### src/hw/rtl/bfst_pkg.sv
// ----------------------------------------------------------------------------
// bfst_pkg: shared types and constants of the best fit size table
// Holds the entry layout, the result status codes and the command and status
// groups that join the controller to the datapath.
// ----------------------------------------------------------------------------
package bfst_pkg;

    localparam int DIM_W    = 12;
    localparam int HANDLE_W = 16;
    localparam int STATUS_W = 3;

    // Result status codes.
    localparam logic [STATUS_W-1:0] ST_STORED   = 3'd0;
    localparam logic [STATUS_W-1:0] ST_APPENDED = 3'd1;
    localparam logic [STATUS_W-1:0] ST_FULL     = 3'd2;
    localparam logic [STATUS_W-1:0] ST_FIT      = 3'd3;
    localparam logic [STATUS_W-1:0] ST_FALLBACK = 3'd4;

    // Function codes of an input word.
    localparam logic FUNC_STORE = 1'b0;
    localparam logic FUNC_QUERY = 1'b1;

    typedef struct packed {
        logic [DIM_W-1:0]    width;
        logic [DIM_W-1:0]    height;
        logic [HANDLE_W-1:0] handle;
    } entry_t;

    localparam int ENTRY_W = $bits(entry_t);

    // Commands from the controller to the datapath.
    typedef struct packed {
        logic load;    // latch the accepted word and arm the scan
        logic scan;    // step the table scan
        logic commit;  // update the table and load the result register
    } bfst_cmd_t;

    // Status from the datapath to the controller.
    typedef struct packed {
        logic scan_done;  // every extra entry has been read and compared
        logic out_free;   // the result register can take a new word
    } bfst_stat_t;

endpackage

### src/hw/rtl/bfst_ram.sv
// ----------------------------------------------------------------------------
// bfst_ram: generic single write, single read RAM
// One write port and one read port with registered read data.
// ----------------------------------------------------------------------------
module bfst_ram #(
    parameter int WIDTH = 40,
    parameter int DEPTH = 8
) (
    input  logic                                    aclk,
    input  logic                                    wr_en,
    input  logic [((DEPTH > 1) ? $clog2(DEPTH) : 1)-1:0] wr_addr,
    input  logic [WIDTH-1:0]                        wr_data,
    input  logic                                    rd_en,
    input  logic [((DEPTH > 1) ? $clog2(DEPTH) : 1)-1:0] rd_addr,
    output logic [WIDTH-1:0]                        rd_data
);

    logic [WIDTH-1:0] mem [DEPTH];
    logic [WIDTH-1:0] rd_data_reg;

    always_ff @(posedge aclk) begin
        if (wr_en) begin
            mem[wr_addr] <= wr_data;
        end
        if (rd_en) begin
            rd_data_reg <= mem[rd_addr];
        end
    end

    assign rd_data = rd_data_reg;

endmodule

### src/hw/rtl/bfst_ctrl.sv
// ----------------------------------------------------------------------------
// bfst_ctrl: sequencing controller of the best fit size table
// Accepts one word at a time, runs the table scan and commits the result.
// ----------------------------------------------------------------------------
module bfst_ctrl (
    input  logic                aclk,
    input  logic                aresetn,
    input  logic                s_valid,
    output logic                s_ready,
    output bfst_pkg::bfst_cmd_t cmd,
    input  bfst_pkg::bfst_stat_t stat
);

    typedef enum logic [1:0] {
        IDLE,
        SCAN,
        FINISH
    } state_t;

    state_t state_reg;
    state_t state_next;

    always_ff @(posedge aclk) begin
        if (!aresetn) begin
            state_reg <= IDLE;
        end else begin
            state_reg <= state_next;
        end
    end

    always_comb begin
        state_next = state_reg;
        s_ready    = 1'b0;
        cmd        = '0;
        unique case (state_reg)
            IDLE: begin
                s_ready  = 1'b1;
                cmd.load = s_valid;
                if (s_valid) begin
                    state_next = SCAN;
                end
            end
            SCAN: begin
                cmd.scan = 1'b1;
                if (stat.scan_done) begin
                    state_next = FINISH;
                end
            end
            FINISH: begin
                // Hold until the result register is free.
                cmd.commit = stat.out_free;
                if (stat.out_free) begin
                    state_next = IDLE;
                end
            end
            default: begin
                state_next = IDLE;
            end
        endcase
    end

endmodule

### src/hw/rtl/bfst_datapath.sv
// ----------------------------------------------------------------------------
// bfst_datapath: table storage, scan compare and result register
// Entry 0 lives in flip-flops; the extra entries live in a RAM that is
// scanned one entry per cycle with registered read data.
// ----------------------------------------------------------------------------
module bfst_datapath #(
    parameter int TABLE_ENTRIES = 8
) (
    input  logic                                 aclk,
    input  logic                                 aresetn,
    input  bfst_pkg::bfst_cmd_t                  cmd,
    output bfst_pkg::bfst_stat_t                 stat,
    input  logic                                 s_func,
    input  logic [bfst_pkg::DIM_W-1:0]           s_width,
    input  logic [bfst_pkg::DIM_W-1:0]           s_height,
    input  logic [bfst_pkg::HANDLE_W-1:0]        s_handle,
    output logic                                 m_valid,
    input  logic                                 m_ready,
    output logic [bfst_pkg::HANDLE_W-1:0]        m_found_handle,
    output logic [bfst_pkg::DIM_W-1:0]           m_found_width,
    output logic [bfst_pkg::DIM_W-1:0]           m_found_height,
    output logic [bfst_pkg::STATUS_W-1:0]        m_status
);

    localparam int IDX_W = (TABLE_ENTRIES > 1) ? $clog2(TABLE_ENTRIES) : 1;
    localparam int CNT_W = $clog2(TABLE_ENTRIES + 1);

    // Item registers.
    logic                 func_reg;
    bfst_pkg::entry_t     item_reg;

    // Architectural table state.
    bfst_pkg::entry_t     e0_reg,          e0_next;
    logic [IDX_W-1:0]     extra_count_reg, extra_count_next;

    // Scan state.
    logic [CNT_W-1:0]     rd_idx_reg,      rd_idx_next;
    logic                 cmp_vld_reg,     cmp_vld_next;
    logic [IDX_W-1:0]     cmp_idx_reg,     cmp_idx_next;
    logic                 match_vld_reg,   match_vld_next;
    logic [IDX_W-1:0]     match_idx_reg,   match_idx_next;
    logic                 best_vld_reg,    best_vld_next;
    bfst_pkg::entry_t     best_reg,        best_next;

    // Result register.
    logic                 m_valid_reg,     m_valid_next;
    bfst_pkg::entry_t     res_reg,         res_next;
    logic [bfst_pkg::STATUS_W-1:0] status_reg, status_next;

    // RAM ports.
    logic                 rd_en;
    logic [IDX_W-1:0]     rd_addr;
    logic [bfst_pkg::ENTRY_W-1:0] rd_raw;
    bfst_pkg::entry_t     rd_entry;
    logic                 wr_en;
    logic [IDX_W-1:0]     wr_addr;

    logic                 e0_store_hit;
    logic                 e0_exact;
    logic                 cnt_last;
    logic [CNT_W-1:0]     next_slot;
    logic                 rd_fits;
    logic                 rd_better;

    bfst_ram #(
        .WIDTH (bfst_pkg::ENTRY_W),
        .DEPTH (TABLE_ENTRIES)
    ) u_ram (
        .aclk    (aclk),
        .wr_en   (wr_en),
        .wr_addr (wr_addr),
        .wr_data (item_reg),
        .rd_en   (rd_en),
        .rd_addr (rd_addr),
        .rd_data (rd_raw)
    );

    assign rd_entry = bfst_pkg::entry_t'(rd_raw);
    assign rd_addr  = rd_idx_reg[IDX_W-1:0];
    assign rd_en    = cmd.scan && (rd_idx_reg <= CNT_W'(extra_count_reg));

    assign stat.scan_done = (rd_idx_reg > CNT_W'(extra_count_reg)) && !cmp_vld_reg;
    assign stat.out_free  = !m_valid_reg || m_ready;

    assign e0_store_hit = (e0_reg.width == '0) || (e0_reg.height == '0) ||
                          ((e0_reg.width == item_reg.width) &&
                           (e0_reg.height == item_reg.height));
    assign e0_exact     = (e0_reg.width == item_reg.width) &&
                          (e0_reg.height == item_reg.height);
    assign next_slot    = CNT_W'(extra_count_reg) + CNT_W'(1);
    assign cnt_last     = (next_slot >= CNT_W'(TABLE_ENTRIES));

    assign rd_fits   = (rd_entry.width <= item_reg.width) &&
                       (rd_entry.height <= item_reg.height);
    assign rd_better = !best_vld_reg || (rd_entry.width > best_reg.width) ||
                       ((rd_entry.width == best_reg.width) &&
                        (rd_entry.height > best_reg.height));

    always_comb begin
        e0_next          = e0_reg;
        extra_count_next = extra_count_reg;
        rd_idx_next      = rd_idx_reg;
        cmp_vld_next     = 1'b0;
        cmp_idx_next     = rd_addr;
        match_vld_next   = match_vld_reg;
        match_idx_next   = match_idx_reg;
        best_vld_next    = best_vld_reg;
        best_next        = best_reg;
        m_valid_next     = m_valid_reg && !m_ready;
        res_next         = res_reg;
        status_next      = status_reg;
        wr_en            = 1'b0;
        wr_addr          = match_idx_reg;

        if (cmd.load) begin
            rd_idx_next    = CNT_W'(1);
            match_vld_next = 1'b0;
            // Entry 0 is the first candidate of the search.
            best_vld_next  = (e0_reg.width <= s_width) && (e0_reg.height <= s_height);
            best_next      = e0_reg;
        end

        if (cmd.scan) begin
            if (rd_en) begin
                rd_idx_next = rd_idx_reg + CNT_W'(1);
            end
            cmp_vld_next = rd_en;
            if (cmp_vld_reg) begin
                if ((rd_entry.width == item_reg.width) &&
                    (rd_entry.height == item_reg.height)) begin
                    match_vld_next = 1'b1;
                    match_idx_next = cmp_idx_reg;
                end
                if (rd_fits && rd_better) begin
                    best_vld_next = 1'b1;
                    best_next     = rd_entry;
                end
            end
        end

        if (cmd.commit) begin
            m_valid_next = 1'b1;
            if (func_reg == bfst_pkg::FUNC_STORE) begin
                res_next = item_reg;
                priority if (e0_store_hit) begin
                    e0_next     = item_reg;
                    status_next = bfst_pkg::ST_STORED;
                end else if (match_vld_reg) begin
                    wr_en       = 1'b1;
                    wr_addr     = match_idx_reg;
                    status_next = bfst_pkg::ST_STORED;
                end else if (!cnt_last) begin
                    wr_en            = 1'b1;
                    wr_addr          = next_slot[IDX_W-1:0];
                    extra_count_next = next_slot[IDX_W-1:0];
                    status_next      = bfst_pkg::ST_APPENDED;
                end else begin
                    status_next = bfst_pkg::ST_FULL;
                end
            end else begin
                priority if (e0_exact) begin
                    res_next    = e0_reg;
                    status_next = bfst_pkg::ST_FIT;
                end else if (best_vld_reg) begin
                    res_next    = best_reg;
                    status_next = bfst_pkg::ST_FIT;
                end else begin
                    res_next    = e0_reg;
                    status_next = bfst_pkg::ST_FALLBACK;
                end
            end
        end
    end

    always_ff @(posedge aclk) begin
        if (!aresetn) begin
            e0_reg          <= '0;
            extra_count_reg <= '0;
            rd_idx_reg      <= '0;
            cmp_vld_reg     <= 1'b0;
            match_vld_reg   <= 1'b0;
            best_vld_reg    <= 1'b0;
            m_valid_reg     <= 1'b0;
        end else begin
            e0_reg          <= e0_next;
            extra_count_reg <= extra_count_next;
            rd_idx_reg      <= rd_idx_next;
            cmp_vld_reg     <= cmp_vld_next;
            match_vld_reg   <= match_vld_next;
            best_vld_reg    <= best_vld_next;
            m_valid_reg     <= m_valid_next;
        end
    end

    always_ff @(posedge aclk) begin
        if (cmd.load) begin
            func_reg        <= s_func;
            item_reg.width  <= s_width;
            item_reg.height <= s_height;
            item_reg.handle <= s_handle;
        end
        cmp_idx_reg   <= cmp_idx_next;
        match_idx_reg <= match_idx_next;
        best_reg      <= best_next;
        res_reg       <= res_next;
        status_reg    <= status_next;
    end

    assign m_valid        = m_valid_reg;
    assign m_found_handle = res_reg.handle;
    assign m_found_width  = res_reg.width;
    assign m_found_height = res_reg.height;
    assign m_status       = status_reg;

endmodule

### src/hw/rtl/best_fit_size_table_top.sv
// ----------------------------------------------------------------------------
// best_fit_size_table_top: table of image variants with best fit lookup
// Stores width, height and handle triples and answers best fit queries.
// ----------------------------------------------------------------------------
// The block keeps a table of TABLE_ENTRIES image variants, where entry 0 is
// the primary slot and the others are extra variants of distinct sizes. A
// store word (s_func = 0) fills or replaces entry 0 when that slot is empty
// or has the same size, otherwise it replaces the extra entry of the same
// size or appends a new one, and reports a full table when no slot is left.
// A query word (s_func = 1) returns entry 0 on an exact size match, else the
// fitting entry that is widest and then tallest, else entry 0 as a fallback.
// Every word yields exactly one result word. The block works on one word at
// a time: each word is loaded, then the scan reads the extra entries in use
// from a single-port-read RAM, one entry per cycle, and compares each entry
// on its registered read data, and then the result is committed. A finished
// result waits in an output register, so the next word is accepted while
// the previous result is still pending on the m_ side; a word only stalls in
// its final step while the result before it has not yet left that register.
module best_fit_size_table_top #(
    parameter int TABLE_ENTRIES = 8
) (
    input  logic                          aclk,
    input  logic                          aresetn,
    input  logic                          s_valid,
    output logic                          s_ready,
    input  logic                          s_func,
    input  logic [bfst_pkg::DIM_W-1:0]    s_width,
    input  logic [bfst_pkg::DIM_W-1:0]    s_height,
    input  logic [bfst_pkg::HANDLE_W-1:0] s_handle,
    output logic                          m_valid,
    input  logic                          m_ready,
    output logic [bfst_pkg::HANDLE_W-1:0] m_found_handle,
    output logic [bfst_pkg::DIM_W-1:0]    m_found_width,
    output logic [bfst_pkg::DIM_W-1:0]    m_found_height,
    output logic [bfst_pkg::STATUS_W-1:0] m_status
);

    bfst_pkg::bfst_cmd_t  cmd;
    bfst_pkg::bfst_stat_t stat;

    // The controller sequences load, scan and commit for each word.
    bfst_ctrl u_ctrl (
        .aclk    (aclk),
        .aresetn (aresetn),
        .s_valid (s_valid),
        .s_ready (s_ready),
        .cmd     (cmd),
        .stat    (stat)
    );

    // The datapath holds the table, the scan compare and the result register.
    bfst_datapath #(
        .TABLE_ENTRIES (TABLE_ENTRIES)
    ) u_datapath (
        .aclk           (aclk),
        .aresetn        (aresetn),
        .cmd            (cmd),
        .stat           (stat),
        .s_func         (s_func),
        .s_width        (s_width),
        .s_height       (s_height),
        .s_handle       (s_handle),
        .m_valid        (m_valid),
        .m_ready        (m_ready),
        .m_found_handle (m_found_handle),
        .m_found_width  (m_found_width),
        .m_found_height (m_found_height),
        .m_status       (m_status)
    );

    // A commit never overwrites a result word that is still waiting.
    assert property (@(posedge aclk) disable iff (!aresetn)
        cmd.commit |-> stat.out_free)
        else $error("result committed while output register busy");

    // A result word only appears right after a commit.
    assert property (@(posedge aclk) disable iff (!aresetn)
        $rose(m_valid) |-> $past(cmd.commit))
        else $error("result valid without a commit");

    // Only one word is in work at a time.
    assert property (@(posedge aclk) disable iff (!aresetn)
        (s_valid && s_ready) |=> !s_ready)
        else $error("second word accepted during work");

    // The controller issues at most one command per cycle.
    assert property (@(posedge aclk) disable iff (!aresetn)
        $onehot0({cmd.load, cmd.scan, cmd.commit}))
        else $error("overlapping controller commands");

endmodule
### config.mk
export PLATFORM = sky130hd
export DESIGN_NAME = best_fit_size_table_top
export DESIGN_NICKNAME = d
export VERILOG_FILES = /design/src/hw/rtl/bfst_pkg.sv /design/src/hw/rtl/bfst_ram.sv /design/src/hw/rtl/bfst_ctrl.sv /design/src/hw/rtl/bfst_datapath.sv /design/src/hw/rtl/best_fit_size_table_top.sv
export SDC_FILE = /design/constraint.sdc
export NUM_CORES = 1
export LEC_CHECK = 0
export BUFFER_PORTS_ARGS = -buffer_cell sky130_fd_sc_hd__buf_2
export CAP_MARGIN = 30
export CORE_MARGIN = 1.5
export CORE_UTILIZATION = 35
export DETAILED_ROUTE_END_ITERATION = 12
export PLACE_DENSITY = 0.6
export SLEW_MARGIN = 0
export SYNTH_ARGS = -nofsm -noshare
export SYNTH_HDL_FRONTEND = slang
export SYNTH_SLANG_ARGS = --single-unit
### constraint.sdc
create_clock -name aclk -period 6.3 [get_ports aclk]
set_input_delay 1.26 -clock aclk [delete_from_list [all_inputs] [get_ports aclk]]
set_output_delay 1.26 -clock aclk [all_outputs]
set_load 0.02 [all_outputs]
# Word level (Yosys, flattened, before mapping)
# Memory sizes are Yosys's and may differ from the RTL's. A register that Yosys moved wholly into a read port is not among the register bits.
# Index checks and enable logic that the tools add are counted.
dict set report classes {
  n_addsub 2
  order_cmp 9
  n_eq_ne 10
  n_mux 45
  bitwise_logic 4
  reduce_logical 26
}
# op n
set ops {}
lappend ops {{$mux W40} 7}
lappend ops {{$eq A12 B12 Y1} 5}
lappend ops {{$le A12 B12 Y1} 4}
lappend ops {{$mux W3} 10}
lappend ops {{$gt A12 B12 Y1} 2}
lappend ops {{$logic_not A12 Y1} 2}
lappend ops {{$mux W1} 20}
lappend ops {{$mux W4} 3}
lappend ops {{$logic_and A1 B1 Y1} 9}
lappend ops {{$reduce_and A3 Y1} 3}
lappend ops {{$mux W2} 4}
lappend ops {{$pmux W2 S3} 1}
lappend ops {{$logic_or A1 B1 Y1} 5}
lappend ops {{$reduce_and A5 Y1} 1}
lappend ops {{$add A3 B1 Y4 const B} 1}
lappend ops {{$add A4 B1 Y4 const B} 1}
lappend ops {{$ge A4 B4 Y1 const B} 1}
lappend ops {{$gt A4 B3 Y1} 1}
lappend ops {{$le A4 B3 Y1} 1}
lappend ops {{$logic_not A1 Y1} 4}
lappend ops {{$ne A2 B2 Y1 const B} 2}
lappend ops {{$not A1 Y1} 4}
lappend ops {{$eq A2 B1 Y1 const B} 1}
lappend ops {{$eq A2 B2 Y1 const B} 1}
lappend ops {{other kinds (3)} 3}
dict set report totals {
  reg_bits 183
  ram_bits 320
  out_inout_bits 45
  elab_cells 120
  mem_count 1
}
# name words word_bits rd rd_clocked_by_memory_dff wr line
set mem_list {}
lappend mem_list {u_datapath.u_ram.mem 8 40 1 1 1 bfst_ram.sv:18} ;# logic [WIDTH-1:0] mem [DEPTH];

# Logic depth before layout (Yosys ltp)
# Gate-level depths: netlist of the first run.
dict set report logic_depth {
  word_depth 9
  ltp_mapped 11
  mapped_depth_nobuf 9
}

# Modules after synthesis
# Synthesis of the first run repeated with hierarchy kept, for this count alone.
dict set report unflattened {
  hier_cells 1405
  hier_area_um2 23218.5
}
# mod n_inst cells_each area_each_um2 seq_area_each_um2
set by_module_without_submodules {}
lappend by_module_without_submodules {bfst_ram 1 515 13571.8 10810.4}
lappend by_module_without_submodules {bfst_datapath 1 878 9527.9 4494.3}
lappend by_module_without_submodules {bfst_ctrl 1 12 118.9 40.0}

# Least setup slack after synthesis of the first run
# Ideal clock, no wire load.
dict set report synth_path {
  kind {flip-flop to flip-flop}
  from {register u_datapath.rd_idx_reg[0]}
  to {register u_datapath.rd_idx_reg[2]}
  arrival_ns 5.195
  required_time_ns 6.235
  setup_slack_ns 1.039
  stages_incl_launch_ff 9
  path_buffers 1
  synth_period_minus_slack_ns 5.261
  path_cell_list {dfxtp_1 -> buf_1 -> inv_1 -> ha_1 -> a32oi_1 -> nor3b_1 -> nand2_1 -> mux2_2 -> nor2_1}
}
dict set report synth_between {
  elab_chain_cells 4
  elab_cells_between_ends 5
}
# item line
set synth_lines {}
lappend synth_lines {{from (decl)} bfst_datapath.sv:37} ;# logic [CNT_W-1:0] rd_idx_reg, rd_idx_next;
lappend synth_lines {{from (signal assigned)} bfst_datapath.sv:187} ;# rd_idx_reg <= rd_idx_next;
lappend synth_lines {{$le A4 B3 Y1} bfst_datapath.sv:80} ;# assign rd_en = cmd.scan && (rd_idx_reg <= CNT_W'(extra_count_reg));
lappend synth_lines {{$logic_and A1 B1 Y1} bfst_datapath.sv:80}
lappend synth_lines {{via u_datapath.rd_en} bfst_datapath.sv:51} ;# logic rd_en;
lappend synth_lines {{$mux W4} bfst_datapath.sv:124} ;# if (rd_en) begin
lappend synth_lines {{$mux W4} bfst_datapath.sv:123} ;# if (cmd.scan) begin
# The timed path passes the listed nets, and every way through them passes these cells.
# A chain may end at the register's enable or synchronous reset.

==> results of run 1 <==
[Yosys cell counts, drive strengths merged, types with 13 or more instances]
library cell,number,share of area (%)
mux2i,87,3.8
nor2b,15,0.42
nand2,91,1.5
nor4,13,0.36
a21oi,73,1.6
clkbuf,37,0.61
xor2,17,0.65
nor2,103,1.7
edfxtp,447,59
nand4,19,0.52
mux2,79,4.5
inv,79,1.3
ha,77,4.2
buf,23,0.75
mux4,80,7.9
dfxtp,96,8.4
o21ai,33,0.74
[where the power goes]
group | total [mW] | switching, mW | internal, mW
registers | 4.10 | 0.112 | 3.99
logic | 0.595 | 0.330 | 0.264
clock network | 3.26 | 1.36 | 1.90
[cells by family after synthesis]
logic type | share of synthesized area [%]
xor gates and xnor gates | 0.996
buffers and inverters | 2.67
DFF | 67.1
and+or+nand+nor | 5.28
AOI/OAI and AO/OA | 3.57
adders and majority gates | 4.21
muxes | 16.2
[worst paths after layout]
path	startpoint	end	slack, ns	cells after the start
max	u_datapath.item_reg[17]$_DFFE_PP_	u_datapath.best_reg[5]$_DFF_P_	2.47	10
max reg2reg	u_datapath.item_reg[17]$_DFFE_PP_	u_datapath.best_reg[5]$_DFF_P_	2.47	10
min	u_datapath.cmp_idx_reg[2]$_DFF_P_	u_datapath.match_idx_reg[2]$_DFFE_PP_	0.41	0
min reg2reg	u_datapath.cmp_idx_reg[2]$_DFF_P_	u_datapath.match_idx_reg[2]$_DFFE_PP_	0.41	0
[metal layers]
metal / track usage (%) / routed length [µm] / vias up
met5: 0 / 16 / -
li1: - / - / 5703
met3: 2.74 / 2310 / 85
met1: 21.0 / 23600 / 6348
met4: 5.12 / 1410 / 4
met2: 28.5 / 27200 / 259
[cell type report]
| type | count | area (µm²) |
|---|---|---|
| clock buffer | 66 | 1470 |
| sequential | 543 | 15400 |
| fill | 5768 | 38400 |
| tap | 855 | 1070 |
| inverter | 80 | 303 |
| multi-input combinational | 764 | 7000 |
| antenna | 1 | 2.50 |
| timing repair buffer | 112 | 658 |
| clock inverter | 34 | 337 |
==> impl_metrics.tcl, run 1 <==
set metrics [dict create \
    fin_nets 1676 \
    grt_pass1_wl_um 81600 \
    remaining_drc_errors 0 \
    coreArea_um2 64600 \
    clockBufferDepth 3 \
    cp_top_family "simple AND/OR/NAND/NOR gates" \
    start_util_pct 35.4 \
    worstMarginPinSlew_ns 0.943 \
    portBuffers 89 \
    top_register "u_datapath.u_ram.mem" \
    critPathBufInv 2 \
    gp_congestion 0.876 \
    hold_buffers 0 \
    crit_type "flop to flop" \
    stdcell_count 2455 \
    fp.dieArea_um2 66900 \
    leakage_nw 9.65 \
    max_freq_mhz 261 \
    drt_iter0_drc 803 \
    cp_max_fo 28 \
    std_cell_rows 93 \
    drive_above_1_share_pct 23.5 \
    grt-ovfl-total 0 \
    maxSlewViolCount 0 \
    largest_register_ffs 320 \
    cp.arrival_ns 4.31 \
    dp_slack_ns 2.40 \
    async_flop_share_pct 0 \
    period_share_pct 60.8 \
    die_h_um 259 \
    first_global_vias 12900 \
    cts.clk_slew.worst_paths_ns 0.06 \
    whs_ns 0.406 \
    synth_cell_types 50 \
    peakVddDrop_mv 0.173 \
    postPlaceCellArea_um2 24300 \
    hold_viol_final 0 \
    timing.final.ws_setup_ns 2.47 \
    cts_resized 0 \
    slew_headroom_pct 37.1 \
    power.density_nw_per_um2 304 \
    setup_viol 0 \
    seq_area_frac_synth_pct 67.1 \
    clock_sinks 543 \
    mostFrequentLayoutCell "edfxtp_1" \
    rsz0062_at_grt "false" \
    tns_ns 0 \
    cp-start-kind "flop" \
    grt_max_degree 84 \
    postCtsSetupBuffers 0 \
    crit_required_ns 6.78 \
    antenna_found_initial 2 \
    numCtsBuffers 53 \
    syn_to_final_growth_pct 14.5 \
    synthCells 1447 \
    synth-edff-count 447 \
    htreeDepth 2 \
    fin_crit_ns 3.83 \
    dp.cells 2352 \
    maxCapViolCount 0 \
    track_usage_pct 16.4 \
    wl_per_cell_um 22.2 \
    drt_pass1_iterations 5 \
    final_core_util_pct 40.5 \
    cts_tree "built" \
    dr_total_vias 12400 \
    io_pins 90 \
    cts-root-buf "clkbuf_16" \
    cpMaxStageDelayCell "or4_2" \
    cp-end-kind "flop" \
    syn-cell-area_um2 22900 \
    stdcell_area_um2 26200 \
    synth_area_per_cell_um2 15.8 \
    status "complete, no violations" \
    crit_chain "inv_1 -> ha_1 -> nor2b_1 -> o211ai_1 -> a211oi_1 -> a2111oi_0 -> nor2_1 -> or4_2 -> buf_4 -> mux2_4" \
    finalWirelength_um 54500 \
    p_total_mw 7.96 \
    synth_nets 1569 \
    via_per_inst 5.05 \
    ys_seq_elements 543 \
    min_path_type "flop to flop" \
    skew_ns 0.0253 \
    yosysWarnings 0 \
    final_cell_mix "edfxtp_1, nor2_1, dfxtp_1" \
    die_w_um 259 \
    cpPeakStageDelay_ns 0.87 \
    antenna_left 0 \
    worstSkewPairLatency_ns 0.60 \
    hpwl_um 32000 \
    ys.flop_type "edfxtp_1" \
]
No activity file was read; power rests on OpenSTA's default activity.
==> run 2: changes to the inputs <==
--- a/config.mk
+++ b/config.mk
@@ -5,6 +5,7 @@
 export SDC_FILE = /design/constraint.sdc
 export NUM_CORES = 1
 export LEC_CHECK = 0
+export ABC_AREA = 1
 export BUFFER_PORTS_ARGS = -buffer_cell sky130_fd_sc_hd__buf_2
 export CAP_MARGIN = 30
 export CORE_MARGIN = 1.5
==> constraint.sdc (replaced) <==
create_clock -name aclk -period 3.8 [get_ports aclk]
set_input_delay 0.76 -clock aclk [delete_from_list [all_inputs] [get_ports aclk]]
set_output_delay 0.76 -clock aclk [all_outputs]
set_load 0.02 [all_outputs]
==> run 2 against run 1 <==
Effect of this change:
- worst hold slack got worse by 0.081 ns
- via count increased by 28%
- non-clock buffer count rose by 11
- clock skew shrank 0.0067 ns
- global-route usage rose by 1.2 points
- sequential share of layout area down 0.86 points
- total power rose by 73%
- critical endpoint is now u_datapath.u_ram.mem[2][36]$_DFFE_PP_
- highest routed layer is now met4
==> impl_metrics.tcl, run 2 <==
set metrics [dict create \
    drt_iter0_drc 1222 \
    ys_seq_elements 543 \
    hpwl_um 36000 \
    hold_viol_final 0 \
    rr_worst_depth 13 \
    synth-edff-count 447 \
    min_path_type "input pin to flop" \
    cp_top_family "simple AND/OR/NAND/NOR gates" \
    seq_area_um2 15300 \
    cpMaxStageDelayCell "edfxtp_1" \
    worstMarginPinSlew_ns 0.961 \
    p_sw_share_pct 24.5 \
    dp.cells 3017 \
    r2r_start "u_datapath.item_reg[20]$_DFFE_PP_" \
    critical_path.most_common_cell "nand2_1" \
    top_register "u_datapath.u_ram.mem" \
    clkPwrFrac_pct 41.6 \
    remaining_drc_errors 0 \
    drt_pass1_iterations 5 \
    synth_cell_types 40 \
    slew_headroom_pct 35.9 \
    cp-end-kind "flop" \
    synth_nets 2263 \
    grt_max_degree 164 \
    power.internal_mw 10.4 \
    largest_register_ffs 320 \
    htreeDepth 2 \
    pwr-share-comb_pct 8.8 \
    synth_top_area_share_pct 58.0 \
    synth.largest_area_cell "edfxtp_1" \
    dr_total_vias 15900 \
    drive_above_1_share_pct 11.8 \
    seq_area_frac_synth_pct 66.3 \
    coreArea_um2 65600 \
    crit_start "u_datapath.item_reg[20]$_DFFE_PP_" \
    peakVddDrop_mv 0.349 \
    clock_sinks 543 \
    antenna_left 0 \
    track_usage_pct 17.6 \
    cts-root-buf "clkbuf_16" \
    postCtsSetupBuffers 0 \
    finalWirelength_um 60000 \
    start_util_pct 35.3 \
    fillCellCount 6206 \
    status "complete, no violations" \
    synthCells 2141 \
    crit_end "u_datapath.u_ram.mem[2][36]$_DFFE_PP_" \
    cpPeakStageDelay_ns 0.54 \
    synth_common_cells "edfxtp_1, nor2_1, nand2_1, o21ai_0, inv_1" \
    ys.flop_type "edfxtp_1" \
    die_w_um 260 \
    leakage_nw 9.67 \
    hold_buffers 0 \
    crit_required_ns 4.08 \
    setup_viol 0 \
    mostFrequentLayoutCell "edfxtp_1" \
    cp_max_fo 34 \
    synth.most_common_cell "edfxtp_1" \
    tns_ns 0 \
    std_cell_rows 94 \
    p_sw_mw 3.37 \
    yosysWarnings 0 \
    fin_nets 2333 \
    cp.arrival_ns 3.55 \
    crit_chain "inv_1 -> nand2_1 -> nand2_1 -> nor2_1 -> nand2_1 -> nor2_1 -> nand3_4 -> nand4_4 -> inv_2 -> nand2_2 -> nand3_1 -> nor2_4 -> buf_12" \
    cp-start-kind "flop" \
    r2r-end "u_datapath.u_ram.mem[2][36]$_DFFE_PP_" \
    clockBufferDepth 3 \
    crit_type "flop to flop" \
    gp_congestion 0.874 \
    fp.dieArea_um2 67700 \
    final_cell_mix "edfxtp_1, nor2_1, nand2_1" \
    maxCapViolCount 0 \
    skew_ns 0.0185 \
    syn_to_final_growth_pct 14.7 \
    synth_area_per_cell_um2 10.8 \
    max_freq_mhz 306 \
    syn-cell-area_um2 23200 \
    grt_pass1_wl_um 90700 \
    grt-ovfl-total 0 \
    rsz0062_at_grt "false" \
    cts_resized 0 \
    io_pins 90 \
    seq_power_share_pct 49.6 \
    power.density_nw_per_um2 517 \
    antenna_found_initial 4 \
    critPathBufInv 3 \
    die_h_um 260 \
    fin_crit_ns 3.27 \
    r2r_slack_ns 0.53 \
    multiInputGateArea_um2 6770 \
    numCtsBuffers 56 \
    wl_per_cell_um 19.2 \
    portBuffers 89 \
    async_flop_share_pct 0 \
    via_per_inst 5.08 \
    period_share_pct 86.1 \
    cts_tree "built" \
    crit_cells 13 \
    netlist_top_cells_area "edfxtp_1, dfxtp_1, o21ai_0" \
    first_global_vias 15300 \
    stdcell_count 3126 \
    cts.clk_slew.worst_paths_ns 0.06 \
    worstSkewPairLatency_ns 0.61 \
    maxSlewViolCount 0 \
    p_total_mw 13.7 \
]
[run 2: final cells by class]
| type | instances | area share, % |
|---|---|---|
| clock buffers | 70 | 5.78 |
| inverters | 155 | 2.21 |
| well taps | 864 | 4.07 |
| flip-flops and latches | 543 | 57.8 |
| clock inverters | 36 | 1.46 |
| multi-input cells | 1332 | 25.5 |
| diodes | 3 | 0.0283 |
| repair buffers | 123 | 3.20 |
[run 2: cells by family after synthesis]
family | after synthesis | share of synthesized area, %
and+or+nand+nor | 713 | 12.5
DFF | 543 | 66.3
buffers and inverters | 266 | 4.82
AOI/OAI and AO/OA | 540 | 12.2
xor gates and xnor gates | 2 | 0.0757
adders and majority gates | 77 | 4.16
[run 2: how the worst min path moves through the flow]
stage                                              from                               endpoint  depth (start not counted)
finish                                      s_handle[0]       u_datapath.item_reg[0]$_DFFE_PP_                          1
detailed placement    u_datapath.cmp_idx_reg[1]$_DFF_P_  u_datapath.match_idx_reg[1]$_DFFE_PP_                          0
global placement      u_datapath.cmp_idx_reg[1]$_DFF_P_  u_datapath.match_idx_reg[1]$_DFFE_PP_                          0
global route                               s_handle[14]      u_datapath.item_reg[14]$_DFFE_PP_                          1
CTS                                         s_handle[0]       u_datapath.item_reg[0]$_DFFE_PP_                          1
floorplan           u_datapath.rd_idx_reg[0]$_SDFF_PN0_      u_datapath.cmp_idx_reg[0]$_DFF_P_                          0
[run 2: layer usage]
layer  up-vias  routed length (µm)  track usage, %
li1       7654                   -               -
met3       136                3320            2.87
met1      7604               26300            23.1
met5         -                   0               0
met2       499               28200            29.1
met4         0                2200            6.94
[run 2: power groups by stage]
stage	Clock [mW]	Combinational [mW]	Sequential, mW
floorplan	0	0.807	6.90
global placement	0	1.19	6.93
detailed placement	0	1.21	6.94
finish	5.72	1.21	6.82
global route	6.04	1.36	6.84
CTS	5.84	1.22	6.82
[run 2: stage by stage]
step                util [%]  cell area [µm²]  setup slack, ns  hold WS (ns)
floorplan                  -            23200           0.0714         0.352
global placement        37.5            24600            0.671         0.386
detailed placement      37.5            24600            0.566         0.389
CTS                     40.5            26600            0.561         0.282
global route            40.5            26600            0.282         0.295
finish                  40.5            26600            0.530         0.325
